### src/rtl/isi_pkg.sv
package isi_pkg;

    // Field and state widths
    localparam int OP_W    = 1;
    localparam int DELTA_W = 16;
    localparam int DT_W    = 10;
    localparam int PX_W    = 20;
    localparam int POS_W   = 40;
    localparam int VEL_W   = 32;

    // Fixed-point constants (1/256-pixel units)
    localparam int SUBPX_SHIFT   = 8;
    localparam int LIM_W         = PX_W + SUBPX_SHIFT;
    localparam int GAIN_SHIFT    = 4;    // impulse gain of 16
    localparam int DAMP_HI_SHIFT = 8;    // 240 = 256 - 16
    localparam int DAMP_LO_SHIFT = 4;
    localparam int REST_LIMIT    = 64;

    localparam int MAX_STEPS_DEF = 100;

    // Operation codes
    localparam logic [OP_W-1:0] OP_IMPULSE = 1'b0;
    localparam logic [OP_W-1:0] OP_TICK    = 1'b1;

    // Controller to datapath
    typedef struct packed {
        logic load_impulse;
        logic load_tick;
        logic step;
        logic clamp;
        logic out_load;
    } cmd_t;

    // Datapath to controller
    typedef struct packed {
        logic tick_nonzero;
        logic last_step;
    } status_t;

endpackage

### src/rtl/inertial_scroll_integrator.sv
// Inertial scroll integrator: keeps scroll position and velocity in 1/256-pixel
// units and returns one word (whole-pixel scroll_y, active flag) per input word.
// An impulse word, or a tick word with dt_ms of 0, goes from acceptance straight
// to the output load state. A tick word with n = min(dt_ms, MAX_STEPS) steps
// (n >= 1) first runs n integration steps and one clamp step, then the output
// load; the integration datapath runs one millisecond step per cycle. The output
// load waits while the previous output word is still stalled. A new word is
// accepted as soon as the previous one has been handed to the output register,
// even while that word is stalled.
module inertial_scroll_integrator
#(
    parameter int MAX_STEPS = isi_pkg::MAX_STEPS_DEF
)
(
    input  logic                                clk,
    input  logic                                rst_n,
    input  logic                                in_valid,
    output logic                                in_stall,
    input  logic [isi_pkg::OP_W-1:0]            operation,
    input  logic signed [isi_pkg::DELTA_W-1:0]  flick_px,
    input  logic [isi_pkg::DT_W-1:0]            dt_ms,
    input  logic [isi_pkg::PX_W-1:0]            content_len,
    input  logic [isi_pkg::PX_W-1:0]            window_len,
    output logic                                out_valid,
    input  logic                                out_stall,
    output logic [isi_pkg::PX_W-1:0]            scroll_y,
    output logic                                active
);

    isi_pkg::cmd_t    cmd;
    isi_pkg::status_t status;

    // Sequencer
    isi_ctrl u_ctrl
    (
        .clk       (clk),
        .rst_n     (rst_n),
        .in_valid  (in_valid),
        .in_stall  (in_stall),
        .operation (operation),
        .out_valid (out_valid),
        .out_stall (out_stall),
        .status    (status),
        .cmd       (cmd)
    );

    // Position/velocity datapath
    isi_dp
    #(
        .MAX_STEPS (MAX_STEPS)
    )
    u_dp
    (
        .clk         (clk),
        .rst_n       (rst_n),
        .flick_px    (flick_px),
        .dt_ms       (dt_ms),
        .content_len (content_len),
        .window_len  (window_len),
        .scroll_y    (scroll_y),
        .active      (active),
        .cmd         (cmd),
        .status      (status)
    );

endmodule

### src/rtl/isi_ctrl.sv
module isi_ctrl
(
    input  logic                          clk,
    input  logic                          rst_n,
    input  logic                          in_valid,
    output logic                          in_stall,
    input  logic [isi_pkg::OP_W-1:0]      operation,
    output logic                          out_valid,
    input  logic                          out_stall,
    input  isi_pkg::status_t              status,
    output isi_pkg::cmd_t                 cmd
);

    typedef enum logic [1:0] {
        ST_IDLE,
        ST_RUN,
        ST_CLAMP,
        ST_DONE
    } state_t;

    state_t state_reg;
    state_t state_next;
    logic   out_valid_reg;
    logic   out_valid_next;
    logic   accept;

    assign in_stall  = (state_reg != ST_IDLE);
    assign out_valid = out_valid_reg;
    assign accept    = in_valid && (state_reg == ST_IDLE);

    // Command decode
    always_comb
    begin
        cmd.load_impulse = accept && (operation == isi_pkg::OP_IMPULSE);
        cmd.load_tick    = accept && (operation == isi_pkg::OP_TICK);
        cmd.step         = (state_reg == ST_RUN);
        cmd.clamp        = (state_reg == ST_CLAMP);
        cmd.out_load     = (state_reg == ST_DONE) && (!out_valid_reg || !out_stall);
    end

    // Next state and output word valid
    always_comb
    begin
        state_next     = state_reg;
        out_valid_next = out_valid_reg;
        if (out_valid_reg && !out_stall)
        begin
            out_valid_next = 1'b0;
        end
        unique case (state_reg)
            ST_IDLE:
            begin
                if (cmd.load_tick && status.tick_nonzero)
                begin
                    state_next = ST_RUN;
                end
                else if (accept)
                begin
                    state_next = ST_DONE;
                end
            end
            ST_RUN:
            begin
                if (status.last_step)
                begin
                    state_next = ST_CLAMP;
                end
            end
            ST_CLAMP:
            begin
                state_next = ST_DONE;
            end
            ST_DONE:
            begin
                if (cmd.out_load)
                begin
                    state_next     = ST_IDLE;
                    out_valid_next = 1'b1;
                end
            end
            default:
            begin
                state_next = ST_IDLE;
            end
        endcase
    end

    always_ff @(posedge clk or negedge rst_n)
    begin
        if (!rst_n)
        begin
            state_reg     <= ST_IDLE;
            out_valid_reg <= 1'b0;
        end
        else
        begin
            state_reg     <= state_next;
            out_valid_reg <= out_valid_next;
        end
    end

endmodule

### src/rtl/isi_dp.sv
module isi_dp
#(
    parameter int MAX_STEPS = isi_pkg::MAX_STEPS_DEF
)
(
    input  logic                                clk,
    input  logic                                rst_n,
    input  logic signed [isi_pkg::DELTA_W-1:0]  flick_px,
    input  logic        [isi_pkg::DT_W-1:0]     dt_ms,
    input  logic        [isi_pkg::PX_W-1:0]     content_len,
    input  logic        [isi_pkg::PX_W-1:0]     window_len,
    output logic        [isi_pkg::PX_W-1:0]     scroll_y,
    output logic                                active,
    input  isi_pkg::cmd_t                       cmd,
    output isi_pkg::status_t                    status
);

    localparam int POS_W = isi_pkg::POS_W;
    localparam int VEL_W = isi_pkg::VEL_W;
    localparam int LIM_W = isi_pkg::LIM_W;
    localparam int PX_W  = isi_pkg::PX_W;
    localparam int SH    = isi_pkg::SUBPX_SHIFT;
    localparam int CNT_W = $clog2(MAX_STEPS + 1);
    localparam int IMP_W = VEL_W + 2;

    localparam logic [isi_pkg::DT_W-1:0] MAX_DT = isi_pkg::DT_W'(MAX_STEPS);
    localparam logic signed [VEL_W-1:0]  REST_HI = VEL_W'(isi_pkg::REST_LIMIT);
    localparam logic signed [VEL_W-1:0]  REST_LO = -REST_HI;
    localparam logic signed [POS_W-1:0]  ROUND_BIAS = POS_W'((1 << SH) - 1);
    localparam logic signed [POS_W-1:0]  POS_ZERO = '0;
    localparam logic signed [VEL_W-1:0]  VEL_ZERO = '0;

    logic signed [POS_W-1:0] position_reg;
    logic signed [POS_W-1:0] position_next;
    logic signed [VEL_W-1:0] velocity_reg;
    logic signed [VEL_W-1:0] velocity_next;
    logic        [LIM_W-1:0] limit_reg;
    logic        [LIM_W-1:0] limit_next;
    logic        [CNT_W-1:0] count_reg;
    logic        [CNT_W-1:0] count_next;
    logic        [PX_W-1:0]  scroll_y_reg;
    logic                    active_reg;

    logic        [isi_pkg::DT_W-1:0] dt_clamped;
    logic signed [PX_W:0]            span;
    logic signed [IMP_W-1:0]         imp_sum;
    logic signed [VEL_W-1:0]         imp_sat;
    logic signed [POS_W-1:0]         vel_ext;
    logic signed [POS_W-1:0]         pos_sum;
    logic signed [POS_W-1:0]         damp_prod;
    logic signed [POS_W-1:0]         damp_biased;
    logic signed [POS_W-1:0]         damp_q;
    logic signed [VEL_W-1:0]         vel_damped;
    logic signed [POS_W-1:0]         limit_ext;

    assign scroll_y = scroll_y_reg;
    assign active   = active_reg;

    // Tick setup: step count and upper bound
    assign dt_clamped = (dt_ms > MAX_DT) ? MAX_DT : dt_ms;
    assign span       = $signed({1'b0, content_len}) - $signed({1'b0, window_len});
    assign limit_ext  = $signed({{(POS_W - LIM_W){1'b0}}, limit_reg});

    assign status.tick_nonzero = (dt_ms != '0);
    assign status.last_step    = (count_reg == CNT_W'(1));

    // Impulse: velocity += delta * 16, saturating
    assign imp_sum = IMP_W'(velocity_reg)
                   + (IMP_W'(flick_px) <<< isi_pkg::GAIN_SHIFT);
    always_comb
    begin
        if (imp_sum[IMP_W-1:VEL_W-1] == '0 || imp_sum[IMP_W-1:VEL_W-1] == '1)
        begin
            imp_sat = imp_sum[VEL_W-1:0];
        end
        else if (imp_sum[IMP_W-1])
        begin
            imp_sat = {1'b1, {(VEL_W-1){1'b0}}};
        end
        else
        begin
            imp_sat = {1'b0, {(VEL_W-1){1'b1}}};
        end
    end

    // One millisecond step: integrate, damp by 240/256 toward zero
    assign vel_ext     = POS_W'(velocity_reg);
    assign pos_sum     = position_reg + vel_ext;
    assign damp_prod   = (vel_ext <<< isi_pkg::DAMP_HI_SHIFT)
                       - (vel_ext <<< isi_pkg::DAMP_LO_SHIFT);
    assign damp_biased = damp_prod[POS_W-1] ? (damp_prod + ROUND_BIAS) : damp_prod;
    assign damp_q      = damp_biased >>> SH;
    assign vel_damped  = damp_q[VEL_W-1:0];

    // Next state of position, velocity, bound and counter
    always_comb
    begin
        position_next = position_reg;
        velocity_next = velocity_reg;
        limit_next    = limit_reg;
        count_next    = count_reg;
        if (cmd.load_impulse)
        begin
            velocity_next = imp_sat;
        end
        if (cmd.load_tick)
        begin
            count_next = CNT_W'(dt_clamped);
            limit_next = span[PX_W] ? '0 : {span[PX_W-1:0], {SH{1'b0}}};
        end
        if (cmd.step)
        begin
            position_next = pos_sum;
            count_next    = count_reg - CNT_W'(1);
            velocity_next = vel_damped;
            // kill outward motion at either boundary
            if (pos_sum <= POS_ZERO && vel_damped < VEL_ZERO)
            begin
                velocity_next = '0;
            end
            if (pos_sum >= limit_ext && vel_damped > VEL_ZERO)
            begin
                velocity_next = '0;
            end
        end
        if (cmd.clamp)
        begin
            if (position_reg < POS_ZERO)
            begin
                position_next = '0;
            end
            else if (position_reg > limit_ext)
            begin
                position_next = limit_ext;
            end
        end
    end

    always_ff @(posedge clk or negedge rst_n)
    begin
        if (!rst_n)
        begin
            position_reg <= '0;
            velocity_reg <= '0;
            count_reg    <= '0;
        end
        else
        begin
            position_reg <= position_next;
            velocity_reg <= velocity_next;
            count_reg    <= count_next;
        end
    end

    // Bound and output word registers
    always_ff @(posedge clk)
    begin
        limit_reg <= limit_next;
        if (cmd.out_load)
        begin
            scroll_y_reg <= position_reg[POS_W-1] ? '0 : position_reg[SH +: PX_W];
            active_reg   <= (velocity_reg >= REST_HI) || (velocity_reg <= REST_LO);
        end
    end

endmodule

### config.mk
export PLATFORM = sky130hd
export DESIGN_NAME = inertial_scroll_integrator
export DESIGN_NICKNAME = d
export VERILOG_FILES = /design/src/rtl/isi_pkg.sv /design/src/rtl/inertial_scroll_integrator.sv /design/src/rtl/isi_ctrl.sv /design/src/rtl/isi_dp.sv
export SDC_FILE = /design/constraint.sdc
export NUM_CORES = 1
export LEC_CHECK = 0
export BUFFER_PORTS_ARGS = -buffer_cell sky130_fd_sc_hd__buf_2
export CAP_MARGIN = 15
export CORE_ASPECT_RATIO = 1.75
export CORE_UTILIZATION = 40
export DETAILED_ROUTE_END_ITERATION = 10
export GPL_TIMING_DRIVEN = 0
export PLACE_DENSITY = 0.55
export SYNTH_ARGS = -nofsm -noshare
export SYNTH_HDL_FRONTEND = slang
export SYNTH_SLANG_ARGS = --single-unit
### constraint.sdc
create_clock -name clk -period 4.4 [get_ports clk]
set_input_delay 0.88 -clock clk [delete_from_list [all_inputs] [get_ports clk]]
set_output_delay 0.88 -clock clk [all_outputs]
set_load 0.02 [all_outputs]
==> results of run 1 <==
## placed cells by master (no fill, tap or decap), types with 9 or more instances in the layout
| master | instances |
|---|---|
| clkbuf_1 | 28 |
| dfrtp_1 | 54 |
| nor4_1 | 21 |
| nor2b_1 | 43 |
| ha_4 | 12 |
| ha_2 | 9 |
| o21ai_2 | 16 |
| mux2i_1 | 47 |
| o21bai_1 | 18 |
| o21a_1 | 31 |
| xor2_1 | 38 |
| ha_1 | 149 |
| clkbuf_16 | 17 |
| inv_1 | 117 |
| and3_1 | 10 |
| nand2b_1 | 41 |
| buf_4 | 81 |
| edfxtp_1 | 41 |
| a21oi_1 | 117 |
| a31oi_1 | 13 |
| buf_12 | 9 |
| a21o_1 | 51 |
| nand3_1 | 48 |
| nand2_1 | 104 |
| a211oi_1 | 13 |
| nand4_1 | 34 |
| dfrtp_2 | 28 |
| o21ai_0 | 75 |
| buf_2 | 93 |
| nor2_1 | 161 |
| a21oi_2 | 14 |
| o32ai_2 | 15 |
| nor3_1 | 54 |
| xnor2_1 | 70 |
| or3_1 | 17 |
## where the power goes
group	switching, mW	internal [mW]
sequential	0	1.18
clock	0.582	0.891
combinational	0.148	0.114
## how the worst min path moves through the flow
stage | startpoint | to | slack (ps) | depth (start not counted)
3_5_place_dp | u_dp.count_reg[0] | u_dp.count_reg[0] | 540 | 1
2_1_floorplan | u_dp.count_reg[0] | u_dp.count_reg[0] | 490 | 1
5_1_grt | rst_n | u_dp.count_reg[0] | 490 | 1
4_1_cts | rst_n | u_dp.count_reg[0] | 460 | 1
6_report | rst_n | u_dp.count_reg[0] | 450 | 1
3_3_place_gp | u_ctrl.out_valid | u_ctrl.out_valid | 500 | 1
## cells by family after synthesis
logic type | count (synthesis)
xor gates and xnor gates | 113
muxes | 49
buffers and inverters | 171
adders and majority gates | 173
DFF | 123
and+or+nand+nor | 607
AOI/OAI and AO/OA | 507
## layer usage
metal	wire, µm	share of wire
met4	4823	0.095
met5	0	0
met1	17370	0.34
met3	1485	0.029
met2	27320	0.54
## layout make-up
cell class              instances  area, µm²  area share
clock buffers                  18      429.2     0.02436
clock inverters                14      168.9    0.009589
plain buffers                  40      216.5     0.01229
flip-flops and latches        123       3318      0.1884
repair buffers                188       1348     0.07650
multi-input cells            1449      11090      0.6297
inverters                     123      466.7     0.02650
well taps                     460      575.6     0.03268
## timing repair
item                                    4_1_cts  5_1_grt
endpoints found under the hold margin         0        0
setup buffers                                80       10
hold buffers                                  0        0
gates resized for setup                     167       66
cloned                                        4        0
endpoints found under the setup margin       42       44
pin swaps                                    69       37
## worst register-to-register path: cells and delay by family (launching register included)
family | cells | cell delay, ps
adder cells (fa/ha/maj) | 1 | 200
buffers and inverters | 3 | 410
flip-flops | 1 | 440
AND/OR/NAND/NOR | 3 | 1090
AO/OA/AOI/OAI | 8 | 2260
XOR/XNOR | 1 | 130
## per-stage QoR
stage,cells,cell area [µm²],hold WS [ps],worst slack [ps],total power [mW]
floorplan,1743,14160,487.0,2.553,1.364
global placement,2296,15200,503.3,-1559,1.453
detailed placement,2298,15250,539.7,-1616,1.461
CTS,2407,17240,459.6,-212.5,2.929
global route,2415,17610,486.3,-386.9,3.014
finish,2415,17610,448.4,-289.3,2.920
==> results.toml, run 1 <==
[logic_synthesis]
synth_compound_gate_area_share = 0.2411
synth_edf_count = 41
synth_area_per_cell_um2 = 8.082
ys.flop_type = "dfrtp_1"
yosysWarnings = 0
ys_top_cells_by_count = "ha_1 (170), nor2_1 (165), a21oi_1 (136)"
ys_ff_latch = 123
post_synth_fa_ha_maj_area_fraction = 0.1553
ys_seq_area_frac = 0.2331
yosysMostFrequentCell = "ha_1"
syn-cell-area_mm2 = 0.01409
async_flop_share = 0.6667
yosys-mux-area-fraction = 0.03499
synth-simple-area-share = 0.2182
synth_cell_type_count = 83
synth_top_family_by_area = "compound AO/OA/AOI/OAI gates"
netlist.top_cell.by_area = "ha_1"
yosysTopAreaCellShare = 0.1510
synth_xor_area_frac = 0.07025
synth_cells = 1743
synth_fp_nets = 1987
yosys-top-cells-area = "ha_1 (15%), dfrtp_1 (15%), edfxtp_1 (8.7%), a21oi_1 (4.8%), xnor2_1 (4.5%)"

[grt]
gr-max-usage-layer = "met2"
track_usage = 0.2901
use_met1 = 0.2674
met3_usage = 0.03842
grt_pass1_vias = 14830
grt_overflow = 0
grt_max_degree = 44
antenna_found_initial = 0
grt_pass1_wl_um = 78870
use_met2 = 0.5405

[floorplanning]
die_h_um = 250.3
dieWidth_um = 143.9
start_util = 0.4075
rows = 90
ios = 94
die_area_mm2 = 0.03600
core_area_mm2 = 0.03457

[routing]
vias = 14230
drc = 0
first_iter_violations = 534
drtPass1Iterations = 5
avgViaCountPerCell = 5.892
wl_um = 51000
routedWlPerCell_um = 21.12
antenna_left = 0

[worst_setup_path]
r2r-end = "u_dp.velocity_reg[4]"
critPathKind = "reg -> reg"
r2r-start = "u_dp.velocity_reg[4]"
critPathTopFamily = "compound AO/OA/AOI/OAI gates"
worst_ep_required_time_ps = 4680
critPathCapture = "u_dp.velocity_reg[4]"
worst-path-stages = 16
path_cells = "inv_4 > ha_4 > and4bb_2 > o31a_1 > o2111a_2 > o211a_4 > o31ai_4 > xor2_2 > or4b_1 > or3_4 > o41a_1 > a211oi_2 > a21o_1 > buf_6 > buf_12 > o32ai_2"
cp_max_fo = 5
startpoint_type = "register"
critPathMaxStageDelay_ps = 510
cpMaxStageDelayCell = "or4b_1"
cp-end-kind = "register"
path_buf_inv = 3
r2r_slack_ps = -290
reg2reg_depth = 16
arrival_ps = 4970
crit_start = "u_dp.velocity_reg[4]"

[timing]
hold_viol_final = 0
skew_ps = 11.33
drv_slew = 0
max_freq_mhz = 213.3
fin_crit_sh = 1.066
fin_ws_ps = -289.3
worst_pin_slew_ps = 1038
tns_ps = -7663
finalCriticalPeriod_ps = 4689
relSlewSlack = 0.3077
rsz0062_at_grt = "yes"
setup-violations-final = 31

[clocking]
cts_tree = "yes"
cts-root-buf = "clkbuf_16"
numCtsBuffers = 17
cts_buffer_depth = 2
path_clk_slew_ps = 60
h-tree-depth = 4
clock_latency_ps = 440
cts_num_sinks = 123

[worst_hold_path]
hp-class = "in -> async"

[job]
cap_viol_max_count = 0

[final_layout]
nFillCells = 3397
num_antenna_cells = 0
syn_to_final_growth_pct = 25.04
drive_above_1_share = 0.2189
nets = 2186
largest_register_ffs = 40
utilization = 0.5095

[power]
power.leakage_nw = 8.051
pwr_density_cell_mw_per_mm2 = 165.8
peakVddDrop_mv = 0.2554

[placed_design]
dp_hpwl_um = 39390
place_congestion = 0.9216
port_buffers = 93

[status]
outcome = "finished, violations left"
violations = "negative setup slack"
Note: power is estimated with default switching activity, not from simulation.
==> run 2: changes to the inputs <==
Settings changed: PLACE_DENSITY 0.55 to 0.64.
==> run 2 against run 1 <==
Effect of this change:
- die area unchanged
- the flow still finishes with violations (negative setup slack)
- register-to-register slack improved by 90 ps
- via count increased by 2.0%
- sequential share of layout area increased by 0.058 points
- hold slack got worse by 1.8 ps
- critical path depth unchanged
==> results.toml, run 2 (synthesis results as in run 1) <==
[status]
outcome = "finished, violations left"
violations = "negative setup slack"

[clocking]
cts_num_sinks = 123
h-tree-depth = 4
cts_buffer_depth = 2
clock_latency_ps = 450
cts-root-buf = "clkbuf_16"
cts_tree = "yes"
path_clk_slew_ps = 60
numCtsBuffers = 17

[routing]
wl_um = 49650
routedWlPerCell_um = 20.61
drtPass1Iterations = 7
drc = 0
avgViaCountPerCell = 6.022
antenna_left = 0
vias = 14510
first_iter_violations = 781

[grt]
grt_pass1_vias = 14660
grt_pass1_wl_um = 76070
track_usage = 0.2781
grt_max_degree = 48
grt_overflow = 0
antenna_found_initial = 0

[final_layout]
seq_area_mm2 = 0.003321
fin_area_mm2 = 0.01757
nets = 2180
layout_commonest_cell = "nor2_1"
num_antenna_cells = 0
stdcell_count = 2409
syn_to_final_growth_pct = 24.74
mostFrequentLayoutCells = "nor2_1 (158), ha_1 (140), inv_1 (116), a21oi_1 (112), nand2_1 (102)"
nFillCells = 3255
multiInputGateArea_mm2 = 0.01115
largest_register_ffs = 40
drive_above_1_share = 0.2227

[floorplanning]
die_area_mm2 = 0.03600
ios = 94
start_util = 0.4075
core_area_mm2 = 0.03457
die_h_um = 250.3
dieWidth_um = 143.9
rows = 90

[timing]
whs_ps = 446.7
fin_crit_sh = 1.044
fin_ws_ps = -194.9
relSlewSlack = 0.3277
hold_viol_final = 0
drv_slew = 0
worst_pin_slew_ps = 1008
max_freq_mhz = 217.6
finalCriticalPeriod_ps = 4595
skew_ps = 12.65
setup-violations-final = 31
rsz0062_at_grt = "yes"

[job]
cap_viol_max_count = 0

[placed_design]
placedCellCount = 2298
place_area_mm2 = 0.01524
dp_slack_ps = -1365
dp_hpwl_um = 38030
place_congestion = 0.9467
port_buffers = 93

[worst_setup_path]
arrival_ps = 4880
r2r-start = "u_dp.velocity_reg[6]"
cp-end-kind = "register"
startpoint_type = "register"
worst_ep_required_time_ps = 4680
critPathKind = "reg -> reg"
r2r-end = "u_dp.velocity_reg[4]"
reg2reg_depth = 16
cp_max_fo = 10
r2r_slack_ps = -190

[power]
power_mw = 2.969
peakVddDrop_mv = 0.2303
pwr_density_cell_mw_per_mm2 = 169.0
power.leakage_nw = 7.999

[worst_hold_path]
hp-class = "in -> async"
run 2: changes by cell type in the layout (fill, tap and decap cells not counted), sizes merged:
cell	delta
buf	-3
bufinv	+1
clkbuf	+1
clkinv	-2
clkinvlp	-1
inv	-2
run 2: area by class of cell:
cell class	instances	share of cell area
clock inverters	10	0.009398
inverters	123	0.02642
clock buffers	22	0.02585
flip-flops and latches	123	0.1890
plain buffers	39	0.01168
well taps	460	0.03275
multi-input cells	1449	0.6344
repair buffers	183	0.07056
run 2: layer usage:
layer	vias to the layer above	GRT usage	wire length (µm)
met4	0	0.2416	4451
met1	6938	0.2588	16620
met5	-	0	0
met3	226	0.03537	1795
li1	6846	-	-
met2	498	0.5190	26790
run 2: worst max path at each step:
| stage | startpoint | end | slack [ps] | cells after the start |
|---|---|---|---|---|
| 4_1_cts | u_dp.velocity_reg[5] | u_dp.velocity_reg[4] | -160 | 16 |
| 6_report | u_dp.velocity_reg[6] | u_dp.velocity_reg[4] | -190 | 16 |
| 2_1_floorplan | flick_px[0] | u_dp.velocity_reg[4] | 3 | 21 |
| 3_5_place_dp | flick_px[1] | u_dp.velocity_reg[3] | -1360 | 20 |
| 3_3_place_gp | flick_px[1] | u_dp.velocity_reg[3] | -1340 | 20 |
| 5_1_grt | u_dp.velocity_reg[5] | u_dp.velocity_reg[30] | -270 | 21 |
run 2: per-stage QoR:
step	TNS (ps)	util
2_1_floorplan	0	-
3_3_place_gp	-40180	0.4396
3_5_place_dp	-40950	0.4408
4_1_cts	-3937	0.4930
5_1_grt	-7160	0.5083
6_report	-4666	0.5083
run 2: timing repair:
action                     4_1_cts  5_1_grt
cloned                           2        0
resized for setup              165       86
setup endpoints to repair       42       47
pin swaps                       61       38
hold buffers                     0        0
buffers inserted                62       24
run 2: power by group:
group,leakage (nW),internal [mW],switching (mW),total (mW)
clock,0.291,0.963,0.561,1.52
combinational,6.45,0.112,0.149,0.260
sequential,1.25,1.18,0,1.18
run 2: critical path, stage by stage, from the launching register on:
cell and delay, ps:
dfrtp_2 440, inv_2 90, ha_4 220, and2_4 180, a221o_1 340, o211a_4 270
o31a_1 330, o2111ai_2 230, o311ai_4 150, or4b_1 550, or3_4 350, o41a_1 460
a211oi_2 290, a21o_1 160, buf_6 140, buf_12 140, o32ai_2 80
